==> src/rtl/core/load_store_unit_top_defines.svh <==
// assertion macros used by the load/store unit back end rtl
`ifndef LOAD_STORE_UNIT_TOP_DEFINES_SVH
`define LOAD_STORE_UNIT_TOP_DEFINES_SVH

`ifndef SYNTHESIS

// checked on every clock edge outside reset
`define LSU_ASSERT(lbl, prop, msg) \
	lbl: assert property (@(posedge clk) disable iff (!arst_n) prop) else $error(msg);

// checked on every clock edge, reset included
`define LSU_ASSERT_ALWAYS(lbl, prop, msg) \
	lbl: assert property (@(posedge clk) prop) else $error(msg);

`else

`define LSU_ASSERT(lbl, prop, msg)
`define LSU_ASSERT_ALWAYS(lbl, prop, msg)

`endif

`endif

==> src/rtl/core/lsu_pkg.sv <==
// shared types, codes and constants of the load/store unit
package lsu_pkg;

	localparam int MEM_BYTES_DEF = 65536;
	localparam int NUM_REGS = 31;
	localparam int QUEUE_DEPTH = 2;

	localparam logic [4:0] ZERO_REG = 5'd31;
	localparam logic [5:0] OFFSET_REG_CODE = 6'd26;

	// completion codes
	localparam logic [1:0] ST_OK = 2'd0;
	localparam logic [1:0] ST_BAD_REG = 2'd1;
	localparam logic [1:0] ST_BAD_MODE = 2'd2;
	localparam logic [1:0] ST_RANGE = 2'd3;

	// addressing mode found by the front end
	typedef enum logic [2:0] {
		MODE_UOFF,
		MODE_WB,
		MODE_ROFF,
		MODE_LIT,
		MODE_BAD
	} mode_t;

	// one classified word as it travels through the queue
	typedef struct packed {
		logic        func;
		mode_t       mode;
		logic        load;
		logic        n8;
		logic        pre;
		logic [4:0]  rt;
		logic [4:0]  xn;
		logic [4:0]  xm;
		logic [11:0] imm12;
		logic [8:0]  simm9;
		logic [18:0] simm19;
		logic [63:0] pc;
		logic [4:0]  reg_index;
		logic [63:0] reg_value;
	} item_t;

	// one finished result
	typedef struct packed {
		logic        done;
		logic [1:0]  status;
		logic        did_load;
		logic [4:0]  target_index;
		logic [63:0] target_value;
		logic        base_written;
		logic [4:0]  base_index;
		logic [63:0] base_value;
		logic [63:0] access_address;
	} res_t;

	// queue fill state seen by both ends
	typedef struct packed {
		logic full;
		logic empty;
	} q_stat_t;

endpackage

==> src/rtl/core/lsu_queue.sv <==
// short queue of classified words between front and back end
module lsu_queue (
	input  logic          clk,
	input  logic          arst_n,
	input  logic          push,
	input  lsu_pkg::item_t din,
	input  logic          pop,
	output lsu_pkg::item_t dout,
	output lsu_pkg::q_stat_t stat
);
	import lsu_pkg::*;

	localparam int PW = $clog2(QUEUE_DEPTH);

	item_t            slot_q [QUEUE_DEPTH];
	logic [PW-1:0]    wr_ptr_q;
	logic [PW-1:0]    rd_ptr_q;
	logic [PW:0]      count_q;

	assign stat.full = (count_q == (PW+1)'(QUEUE_DEPTH));
	assign stat.empty = (count_q == '0);
	assign dout = slot_q[rd_ptr_q];

	// storage
	always_ff @(posedge clk) begin
		if (push) begin
			slot_q[wr_ptr_q] <= din;
		end
	end

	// pointers and fill count
	always_ff @(posedge clk or negedge arst_n) begin
		if (!arst_n) begin
			wr_ptr_q <= '0;
			rd_ptr_q <= '0;
			count_q <= '0;
		end else begin
			if (push) begin
				wr_ptr_q <= (wr_ptr_q == PW'(QUEUE_DEPTH - 1)) ? '0 : wr_ptr_q + 1'b1;
			end
			if (pop) begin
				rd_ptr_q <= (rd_ptr_q == PW'(QUEUE_DEPTH - 1)) ? '0 : rd_ptr_q + 1'b1;
			end
			if (push && !pop) begin
				count_q <= count_q + 1'b1;
			end else if (pop && !push) begin
				count_q <= count_q - 1'b1;
			end
		end
	end

endmodule

==> config.mk <==
export PLATFORM = sky130hd
export DESIGN_NAME = lsu_queue
export DESIGN_NICKNAME = d
export VERILOG_FILES = /design/src/rtl/core/load_store_unit_top_defines.svh /design/src/rtl/core/lsu_pkg.sv /design/src/rtl/core/lsu_queue.sv
export SDC_FILE = /design/constraint.sdc
export NUM_CORES = 1
export LEC_CHECK = 0
export BUFFER_PORTS_ARGS = -buffer_cell sky130_fd_sc_hd__buf_2
export CORE_ASPECT_RATIO = 1.25
export CORE_MARGIN = 10
export CORE_UTILIZATION = 35
export CTS_CLUSTER_DIAMETER = 200
export DETAILED_ROUTE_END_ITERATION = 8
export PLACE_DENSITY = 0.58
export SETUP_SLACK_MARGIN = 0.5
export SYNTH_ARGS = -nofsm -noshare
export SYNTH_HDL_FRONTEND = slang
export SYNTH_SLANG_ARGS = --single-unit
==> constraint.sdc <==
create_clock -name clk -period 13.8 [get_ports clk]
set_clock_uncertainty 0.2 [all_clocks]
set_input_delay 1.38 -clock clk [delete_from_list [all_inputs] [get_ports clk]]
set_output_delay 1.38 -clock clk [all_outputs]
set_load 0.01 [all_outputs]
Word-level counts from Yosys, hierarchy flattened
Memory sizes are Yosys's and may differ from the RTL's.
Index checks and enable logic that the tools add are counted.
{ "word_totals": {"reg_bits": 4, "mem_bits_rw": 390, "inputBits": 199, "output_inout_bits": 197, "wordCells": 21, "memories": 1} }
{ "mem_list": {"columns": ["memory", "words", "word_bits", "rd", "rd_ports_with_merged_regs", "wr", "line", "source"], "rows": [
  ["slot_q", 2, 195, 1, 0, 1, "lsu_queue.sv:15", "item_t slot_q [QUEUE_DEPTH];"]
]} }
{ "op_classes": {"add_sub_neg": 4, "n_eq_ne": 1, "n_mux": 6, "reduce_logical": 6} }
{ "op_table": {"columns": ["op", "n"], "rows": [
  ["$mux 1", 4],
  ["$mux 2", 2],
  ["$add 1x1->1 const B", 2],
  ["$add 2x1->2 const B", 1],
  ["$eq 2x2->1 const B", 1],
  ["$logic_and 1x1->1", 2],
  ["$logic_not 1->1", 2],
  ["$logic_not 2->1", 1],
  ["$reduce_bool 2->1", 1],
  ["$sub 2x1->2 const B", 1]
]} }

Logic depth before layout (Yosys ltp)
{ "depth": {"word_depth": 4, "depth_mapped": 5} }

Least setup slack after synthesis
OpenSTA, ideal clock, no wires.
{ "synth_timing": {"kind": "in2reg", "startpoint": "input push", "endpoint": "memory slot_q[0][0] in the netlist's numbering, enable pin", "setup_ns": 0.777, "arrival_ns": 9.790, "t_required_ns": 12.823, "setup_slack_ns": 3.033, "cell_stages": 1, "path_buffers": 0, "path_cell_list": "nor2b_1"} }
{ "synth_via": {"elab_chain_len": 2} }
{ "synth_rtl": {"columns": ["item", "line", "source"], "rows": [
  ["from (decl)", "lsu_queue.sv:5", "input logic push,"],
  ["$mux 1", "lsu_queue.sv:26", "if (push) begin"],
  ["$mux 1 (implied by the code)", "lsu_queue.sv:27", "slot_q[wr_ptr_q] <= din;"],
  ["to (decl)", "lsu_queue.sv:15", null]
]} }
No other way between the ends.

==> run metrics <==
post-CTS sizing 0; Finished Layout Cells 1635; clock latency at the later pin of the worst-skew pair 0.52 ns; CP max FO 53; sequential power share 0.440; Initial Util 0.353; Pleak 7.29 nW; most common cell in the netlist edfxtp_1; Max Fclk 0.186 GHz; number of max-cap violations 0; Worst slew margin 0.292; Crit path required time 12.22 ns; Clock Sinks 394; Rows 84; Area contributors post-synth edfxtp_1 79%, mux2_4 14%, mux2_2 4.2%; post-CTS setup buffer count 0; DRC errors left 0; P&R area growth vs syn 25.0%; average cell area after synthesis 23.8 sq um; post-route clock period utilization 0.389; Synth area leader edfxtp_1; Post-synth ARST share 0.0102; final hold vios 0; # setup viols final 0; die height 250 um; Hold-fix buffers, CTS 0; first-pass GRT wire length 49.5 mm; TritonCTS clock tree done; flops & latches, synth 394; internal power 2.72 mW; setup_tns 0 ns; Post-Syn Instances 623; GRT Util Overall 0.127; Mapped Nets 823; drt first pass iters 4; power per cell area 206 nW/um^2; fillcell total 3775; clock-pin slew on the worst setup and hold paths 0.06 ns; Placed Cells 1563; dominant synthesized flop cell edfxtp_1; worst vdd rail ir drop 0.124 mV; initial antenna violation count 5; Starting DRT DRC Count 299; Post-synth top cells 390 x edfxtp_1, 140 x mux2_4, 55 x mux2_2; count of cell types in the netlist 13; Vias 7204; part of the power in the clock network 0.257; Arrival @ worst endpoint 3.79 ns; WL final 34.0 mm; yosys warns 0; Post-Syn Area 14800 sq um; IO Port Bufs 395; Post-DP Area 17400 sq um; core footprint 42000 sq um; DR vias/cell 4.41; Psw 1.10 mW; CTS max path bufs 3; Final Max Slew Viols 0; die area 51100 sq um; largest net degree at the start of global routing 77; final net count 1246; Final ANT Viol Nets 0; root buf cell clkbuf_16; power share of the combinational group 0.303; DPL Wire Length 24.0 mm; grt total ovfl 0; io pins 396; EDFF count, synth 390; WHS Path Cells 1; register area share after synthesis 0.796; R2R cell count 3; share of the synthesized area in the top cell type 0.789; status finished, final reports clean; RSZ-0062 raised after global routing false; Final GP Congestion 0.752; Final Cell Area 18600 sq um; Critical Path Start Type register; Sw Ratio 0.288; Slew @ Worst Pin 1.06 ns; CP Capture Type output pin; Die W 204 um; kind of critical path register to output pin; CTS H-tree lvls 2; vias in the first global route 7850; Hold Crit Class register to register; layout cells sized above 1 0.606; routed len/inst 20.8 um; minimum clock period 5.37 ns; CTS Buf Count 40
## metal layers
metal | vias up | share of wire | wire length [um] | global-route usage
met5 | - | 0.00038 | 13 | 0
met4 | 2 | 0.032 | 1080 | 0.0515
met3 | 59 | 0.077 | 2610 | 0.0408
met2 | 263 | 0.53 | 18100 | 0.229
met1 | 3549 | 0.36 | 12200 | 0.132
li1 | 3331 | - | - | -
## metrics by stage
| stage | worst slack [ns] | hold WS (ns) | total power, mW | util |
|---|---|---|---|---|
| 3_5_place_dp | 8.87 | 0.290 | 2.90 | 0.413 |
| 3_3_place_gp | 8.94 | 0.279 | 2.90 | 0.413 |
| 6_report | 8.43 | 0.300 | 3.82 | 0.441 |
| 5_1_grt | 8.21 | 0.334 | 4.01 | 0.441 |
| 2_1_floorplan | 3.03 | 0.255 | 2.54 | - |
| 4_1_cts | 8.31 | 0.300 | 3.90 | 0.441 |
## layout by cell type, fill, tap and decap left out, drive strengths merged
cell type,netlist,final
buf,22,403
xnor2,1,1
nor2,2,2
ha,1,1
clkinvlp,0,1
xor2,4,4
mux2,195,195
clkinv,0,14
clkbuf,0,52
bufinv,0,1
dfrtp,4,4
diode,0,4
edfxtp,390,390
and2,1,1
inv,1,1
nor2b,2,2
## power by group through the flow
stage,Combinational (mW),Sequential (mW),Clock (mW)
2_1_floorplan,0.822,1.72,0
3_3_place_gp,1.19,1.71,0
3_5_place_dp,1.19,1.71,0
4_1_cts,1.20,1.69,1.02
5_1_grt,1.25,1.70,1.06
6_report,1.16,1.68,0.981
## worst max-delay path, cell delays in order (launching register included)
cell and delay, ns:
dfrtp_4 0.94, buf_4 0.83, buf_4 0.86, mux2_2 0.42, buf_2 0.14
## path summary, 6_finish.rpt
kind	slack [ns]	startpoint	to
max	8.43	rd_ptr_q$_DFFE_PN0P_	dout[194]
min	0.30	count_q[1]$_DFFE_PN0P_	count_q[1]$_DFFE_PN0P_
max reg2reg	10.77	wr_ptr_q$_DFFE_PN0P_	slot_q[0][87]$_DFFE_PP_
min reg2reg	0.30	count_q[1]$_DFFE_PN0P_	count_q[1]$_DFFE_PN0P_
max in group asynchronous	12.81	arst_n	rd_ptr_q$_DFFE_PN0P_
min in group asynchronous	0.45	arst_n	wr_ptr_q$_DFFE_PN0P_
## cells by family after synthesis
family / count (synthesis) / synth area share
DFF: 394 / 0.796
muxes: 195 / 0.183
buffers and inverters: 23 / 0.0148
xor gates and xnor gates: 5 / 0.00295
and+or+nand+nor: 5 / 0.00177
adders and majority gates: 1 / 0.000843
## final cells by class
class | count | area (sq um) | share of cell area
inverters | 1 | 3.75 | 0.000202
clock buffers | 52 | 1070 | 0.0575
multi-input cells | 206 | 2810 | 0.152
flip-flops and latches | 394 | 11800 | 0.637
diodes | 4 | 10.0 | 0.000540
well taps | 559 | 699 | 0.0377
clock inverters | 16 | 105 | 0.00567
repair buffers | 403 | 2040 | 0.110
## flip-flops by register name, indices dropped and copies added (netlist names)
signal	cells
slot_q	390
rd_ptr_q	1
count_q	2
wr_ptr_q	1
(Power assumes the default switching activity.)
