==> config.mk <==
export PLATFORM = sky130hd
export DESIGN_NAME = lsu_front
export DESIGN_NICKNAME = d
export VERILOG_FILES = /design/src/rtl/core/load_store_unit_top_defines.svh /design/src/rtl/core/lsu_pkg.sv /design/src/rtl/core/lsu_front.sv
export SDC_FILE = /design/constraint.sdc
export NUM_CORES = 1
export LEC_CHECK = 0
export ABC_AREA = 1
export BUFFER_PORTS_ARGS = -buffer_cell sky130_fd_sc_hd__clkbuf_2
export CORE_AREA = 2 2 145 147
export CTS_BUF_LIST = sky130_fd_sc_hd__clkbuf_8
export DETAILED_ROUTE_END_ITERATION = 16
export DIE_AREA = 0 0 147 149
export PLACE_DENSITY = 0.62
export SYNTH_ARGS = -nofsm -noshare
export SYNTH_HDL_FRONTEND = slang
export SYNTH_SLANG_ARGS = --single-unit
==> constraint.sdc <==
create_clock -name clk -period 1.9 [get_ports clk]
set_input_delay 0.38 -clock clk [delete_from_list [all_inputs] [get_ports clk]]
set_output_delay 0.38 -clock clk [all_outputs]
set_load 0.02 [all_outputs]
==> src/rtl/core/load_store_unit_top_defines.svh <==
// assertion macros used by the load/store unit back end rtl
`ifndef LOAD_STORE_UNIT_TOP_DEFINES_SVH
`define LOAD_STORE_UNIT_TOP_DEFINES_SVH

`ifndef SYNTHESIS

// checked on every clock edge outside reset
`define LSU_ASSERT(lbl, prop, msg) \
	lbl: assert property (@(posedge clk) disable iff (!arst_n) prop) else $error(msg);

// checked on every clock edge, reset included
`define LSU_ASSERT_ALWAYS(lbl, prop, msg) \
	lbl: assert property (@(posedge clk) prop) else $error(msg);

`else

`define LSU_ASSERT(lbl, prop, msg)
`define LSU_ASSERT_ALWAYS(lbl, prop, msg)

`endif

`endif

==> src/rtl/core/lsu_pkg.sv <==
// shared types, codes and constants of the load/store unit
package lsu_pkg;

	localparam int MEM_BYTES_DEF = 65536;
	localparam int NUM_REGS = 31;
	localparam int QUEUE_DEPTH = 2;

	localparam logic [4:0] ZERO_REG = 5'd31;
	localparam logic [5:0] OFFSET_REG_CODE = 6'd26;

	// completion codes
	localparam logic [1:0] ST_OK = 2'd0;
	localparam logic [1:0] ST_BAD_REG = 2'd1;
	localparam logic [1:0] ST_BAD_MODE = 2'd2;
	localparam logic [1:0] ST_RANGE = 2'd3;

	// addressing mode found by the front end
	typedef enum logic [2:0] {
		MODE_UOFF,
		MODE_WB,
		MODE_ROFF,
		MODE_LIT,
		MODE_BAD
	} mode_t;

	// one classified word as it travels through the queue
	typedef struct packed {
		logic        func;
		mode_t       mode;
		logic        load;
		logic        n8;
		logic        pre;
		logic [4:0]  rt;
		logic [4:0]  xn;
		logic [4:0]  xm;
		logic [11:0] imm12;
		logic [8:0]  simm9;
		logic [18:0] simm19;
		logic [63:0] pc;
		logic [4:0]  reg_index;
		logic [63:0] reg_value;
	} item_t;

	// one finished result
	typedef struct packed {
		logic        done;
		logic [1:0]  status;
		logic        did_load;
		logic [4:0]  target_index;
		logic [63:0] target_value;
		logic        base_written;
		logic [4:0]  base_index;
		logic [63:0] base_value;
		logic [63:0] access_address;
	} res_t;

	// queue fill state seen by both ends
	typedef struct packed {
		logic full;
		logic empty;
	} q_stat_t;

endpackage

==> src/rtl/core/lsu_front.sv <==
// front end: accepts words and classifies the instruction
module lsu_front (
	input  logic          clk,
	input  logic          arst_n,
	input  logic          take,
	input  logic          func,
	input  logic [31:0]   instr,
	input  logic [63:0]   pc,
	input  logic [4:0]    reg_index,
	input  logic [63:0]   reg_value,
	input  lsu_pkg::q_stat_t q_stat,
	output logic          ready,
	output logic          push,
	output lsu_pkg::item_t item
);
	import lsu_pkg::*;

	logic  valid_s1;
	item_t item_s1;
	item_t dec;

	// decode of the incoming word
	always_comb begin
		dec = '0;
		dec.func = func;
		dec.rt = instr[4:0];
		dec.xn = instr[9:5];
		dec.xm = instr[20:16];
		dec.n8 = instr[30];
		dec.pre = instr[11];
		dec.imm12 = instr[21:10];
		dec.simm9 = instr[20:12];
		dec.simm19 = instr[23:5];
		dec.pc = pc;
		dec.reg_index = reg_index;
		dec.reg_value = reg_value;
		if (instr[31]) begin
			dec.load = instr[22];
			if (instr[24]) begin
				dec.mode = MODE_UOFF;
			end else if (instr[10]) begin
				dec.mode = MODE_WB;
			end else if (instr[15:10] == OFFSET_REG_CODE) begin
				dec.mode = MODE_ROFF;
			end else begin
				dec.mode = MODE_BAD;
			end
		end else begin
			dec.load = 1'b1;
			dec.mode = MODE_LIT;
		end
	end

	assign push = valid_s1 && !q_stat.full;
	assign ready = !valid_s1 || !q_stat.full;
	assign item = item_s1;

	// holding stage in front of the queue
	always_ff @(posedge clk or negedge arst_n) begin
		if (!arst_n) begin
			valid_s1 <= 1'b0;
			item_s1 <= '0;
		end else begin
			if (take) begin
				valid_s1 <= 1'b1;
				item_s1 <= dec;
			end else if (push) begin
				valid_s1 <= 1'b0;
			end
		end
	end

endmodule

## Word level (Yosys, flattened, before mapping)

Cells that the tools add are included.

| word-level totals | value |
|---|---|
| register bits after elaboration | 196 |
| bits in latches | 0 |
| RAM bits | 0 |
| ROM bits | 0 |
| input port bits | 171 |
| output and inout bits | 197 |
| word-level logic and storage cells | 27 |
| memories kept | 0 |

| cells by class | value |
|---|---|
| add/subtract/negate cells | 0 |
| multiply operators | 0 |
| div/mod/pow operators | 0 |
| order comparisons | 0 |
| eq/ne operators | 1 |
| shifts and indexed selects | 0 |
| mux-type cells | 6 |
| bitwise logic cells | 0 |
| reductions and logical operators | 5 |

Operators by type and width:

| cell | number |
|---|---|
| $mux W3 | 3 |
| $eq A6 B5 Y1 const B | 1 |
| $mux W4 | 1 |
| $logic_not A1 Y1 | 2 |
| $mux W1 | 2 |
| $reduce_bool A2 Y1 | 1 |
| $logic_and A1 B1 Y1 | 1 |
| $logic_or A1 B1 Y1 | 1 |

## Logic depth before layout (Yosys ltp)

| logic depth | value |
|---|---|
| word-level depth | 5 |
| mapped depth | 6 |
| depth with buffers taken out | 6 |

## Worst setup path before layout

No wires, ideal clock.

| path | value |
|---|---|
| path kind | input to output |
| start point | input port q_stat[1] in the netlist's numbering |
| end point | output port push |
| data arrival time | 0.673 ns |
| required time | 1.520 ns |
| slack | 0.847 ns |
| stages on the path | 1 |
| path buffers | 0 |
| cells stage by stage | nor2_1 |

| between the ends | value |
|---|---|
| word-level cells in the longest chain between the ends | 2 |

RTL lines:

| what | RTL line | source |
|---|---|---|
| start: declaration | lsu_front.sv:11 | `input lsu_pkg::q_stat_t q_stat,` |
| $logic_not A1 Y1 | lsu_front.sv:54 | `assign push = valid_s1 && !q_stat.full;` |
| $logic_and A1 B1 Y1 | lsu_front.sv:54 |  |
| end: declaration | lsu_front.sv:13 | `output logic push,` |

No other way between the ends.

==> run summary <==
Reg-to-reg endpoint -> item[166]$_DFFE_PN0P_
CTS sink count -> 164
# H-tree levels -> 4
R2R setup slack -> 1.16 ns
Synth Warn # -> 0
HP Class -> input pin to flop
DP Cell Count -> 1312
WP data arrival -> 1.20 ns
Worst EP required -> 1.52 ns
Fin. Hold Viols -> 0
Dpl hpwl -> 12810 µm
Io pins -> 368
Layout Skew -> 0 ns
Setup crit end kind -> output pin
Mux share of post-synthesis cell area -> 0%
Post-synthesis register bit count -> 164
Gr usage total -> 15.57%
Critical Path Max Stage Delay -> 0.51 ns
Antenna cells -> 0
Hold endpoint -> item[20]$_DFFE_PN0P_
Global route overflow -> 0
Initial core utilization -> 31.45%
CP Max Fanout -> 4
Drt drc -> 0
Largest net degree at the start of global routing -> 83
Initial antenna violation count -> 0
Fin crit period -> 1.582 ns
Clk slew on worst S/H paths -> 0.10 ns
# port buffers -> 361
Max_slew headroom -> 70.23%
1st-iter DRT viols -> 231
Main combinational cell family by area after synthesis -> simple AND/OR/NAND/NOR gates
Final instance area -> 8710 µm²
Synth Area in XOR/XNOR -> 0%
Synthesized net count -> 904
Setup ws final -> 0.3179 ns
CP max stage cell -> dfrtp_1
Share of cells above drive strength 1 -> 37.66%
Post-DRT Antenna Nets -> 0
Die Ht -> 149 µm
Via count -> 5530
Crit Reg-Reg Startpoint -> item[166]$_DFFE_PN0P_
Crit path max-delay family -> flip-flops
Cts bufs inserted -> 17
First-pass GRT wire length -> 26990 µm
Post-layout util -> 42.37%
Clock Latency Late Sink -> 0.43 ns
Compound-Gate Fraction of Synth Area -> 0.4257%
Synth top area share -> 63.47%
Place WS -> 0.5685 ns
Routed Wire Length -> 17370 µm
Part of the Yosys area used for sequential elements -> 63.47%
Clock Path Buffers -> 2
Post-Synth Simple-Gate Area -> 28.54%
Status -> finished clean
Setup Fix Bufs, Post-CTS -> 0
Yosys top cell by area -> dfrtp_1
Fillers -> 2110
Max Cap Violations -> 0
Area Overhead vs Synth -> 34.69%
Core ar. -> 20560 µm²
CP bufs+invs -> 1
Rows -> 53
Vias in the first global route -> 5178
Die Span X -> 147 µm
NumNets Final -> 1228
Crit path kind -> flop to output pin
Routability cong. -> 0.7583
Largest cells by area after synthesis -> dfrtp_1, nand2_1, buf_4
R2R depth -> 2
Clock root cell -> clkbuf_8
Worst-Margin Slew -> 0.4466 ns
CTS tree -> yes
Startpoint Class -> flop
Hold path depth -> 3
Fmax -> 0.6321 GHz
Wire per inst -> 12.92 µm
Setup violators final -> 0
Die area -> 21900 µm²
RSZ-0062 raised after global routing -> no
PD cells -> 923.2 nW/µm²
Hold path startpoint -> reg_value[20]
Length of the first detailed-routing pass in iterations -> 4
Final Non-Filler Cells -> 1345
Lkg Pwr -> 5.237 nW
Post-Place Cell Area -> 8312 µm²
TNS Setup -> 0 ns
Synth cell types -> 13
Synth Area in Adders -> 0%
Final period util -> 83.27%
Vias per Instance -> 4.112
Pins Over Slew Limit -> 0
Post-Synthesis Cells -> 733
VDD IR-drop max -> 0.3719 mV
Worst path cell trace -> clkbuf_2
Mapped cell area -> 6466 µm²
Syn Area/Cell -> 8.822 µm²
## synth_stat cells
| library cell | n |
|---|---|
| buf_4 | 33 |
| buf_2 | 19 |
| inv_2 | 1 |
| o21a_1 | 1 |
| a21oi_1 | 2 |
| clkbuf_1 | 6 |
| buf_6 | 9 |
| o21ai_0 | 2 |
| nor2_1 | 6 |
| inv_1 | 5 |
| dfrtp_1 | 164 |
| nand3_1 | 2 |
| nand2_1 | 483 |
## metal layers
metal,up-vias,track usage [%],share of wire (%)
li1,2811,-,-
met1,2488,19.09,42
met2,218,26.22,49
met3,13,5.229,7.9
met4,0,4.663,1.2
met5,-,0,0
## stage by stage
stage,power (mW),hold slack (ns)
after floorplan,4.970,0.08441
after global placement,5.619,0.3467
after detailed placement,5.642,0.3506
after CTS,8.183,0.08926
after global routing,8.504,0.09102
final,8.040,0.1267
## kinds of logic after synthesis
kind of cell | after synthesis
AND/OR/NAND/NOR | 491
flip-flops | 164
buffers and inverters | 73
AO/OA/AOI/OAI | 5
## cells in the final DEF, fill, tap and decap left out, drive strengths merged
master	Yosys	final
clkinvlp	0	2
clkinv	0	2
clkbuf	6	377
bufinv	0	1
nand3	2	2
dlygate4sd3	0	1
a21oi	2	2
inv	6	15
nor2	6	6
dfrtp	164	164
buf	61	12
o21a	1	1
o21ai	2	2
nand2	483	483
## sequential cells by signal (all words and copies together), names as in the netlist
signal / cells
valid_s1: 1
item: 163
## where the power goes
group          leakage [nW]  total, mW  switching (mW)  internal [mW]
logic                  3.05       1.57            1.04          0.532
registers              1.99       3.98           0.181           3.79
clock network         0.198       2.50            1.38           1.11
total                  5.24       8.04            2.60           5.44
## worst max path at each step
stage                                      from  depth (start not counted)  slack, ns               endpoint
after CTS                 item[166]$_DFFE_PN0P_                          1       0.26              item[143]
after floorplan                       q_stat[1]                          1       0.85                   push
after detailed placement                   take                          5       0.57  item[131]$_DFFE_PN0P_
final                     item[166]$_DFFE_PN0P_                          1       0.32              item[143]
after global routing      item[166]$_DFFE_PN0P_                          1       0.24              item[143]
after global placement                     take                          5       0.58  item[125]$_DFFE_PN0P_
## cell type report
class                           count  area [µm²]  share of cell area [%]
Sequential cell                   164        4104                   47.12
Timing Repair Buffer              372        1976                   22.68
Multi-Input combinational cell    496        1873                   21.51
Tap cell                          275       344.1                   3.951
Clock buffer                       18       247.7                   2.844
Clock inverter                     14       140.1                   1.609
Inverter                            6       25.02                  0.2873
## repair_timing
action,CTS,global route
hold buffers,1,0
endpoints found under the setup margin,0,0
hold endpoints to repair,39,0
gates resized for setup,0,0
No activity file was read; power rests on OpenSTA's default activity.
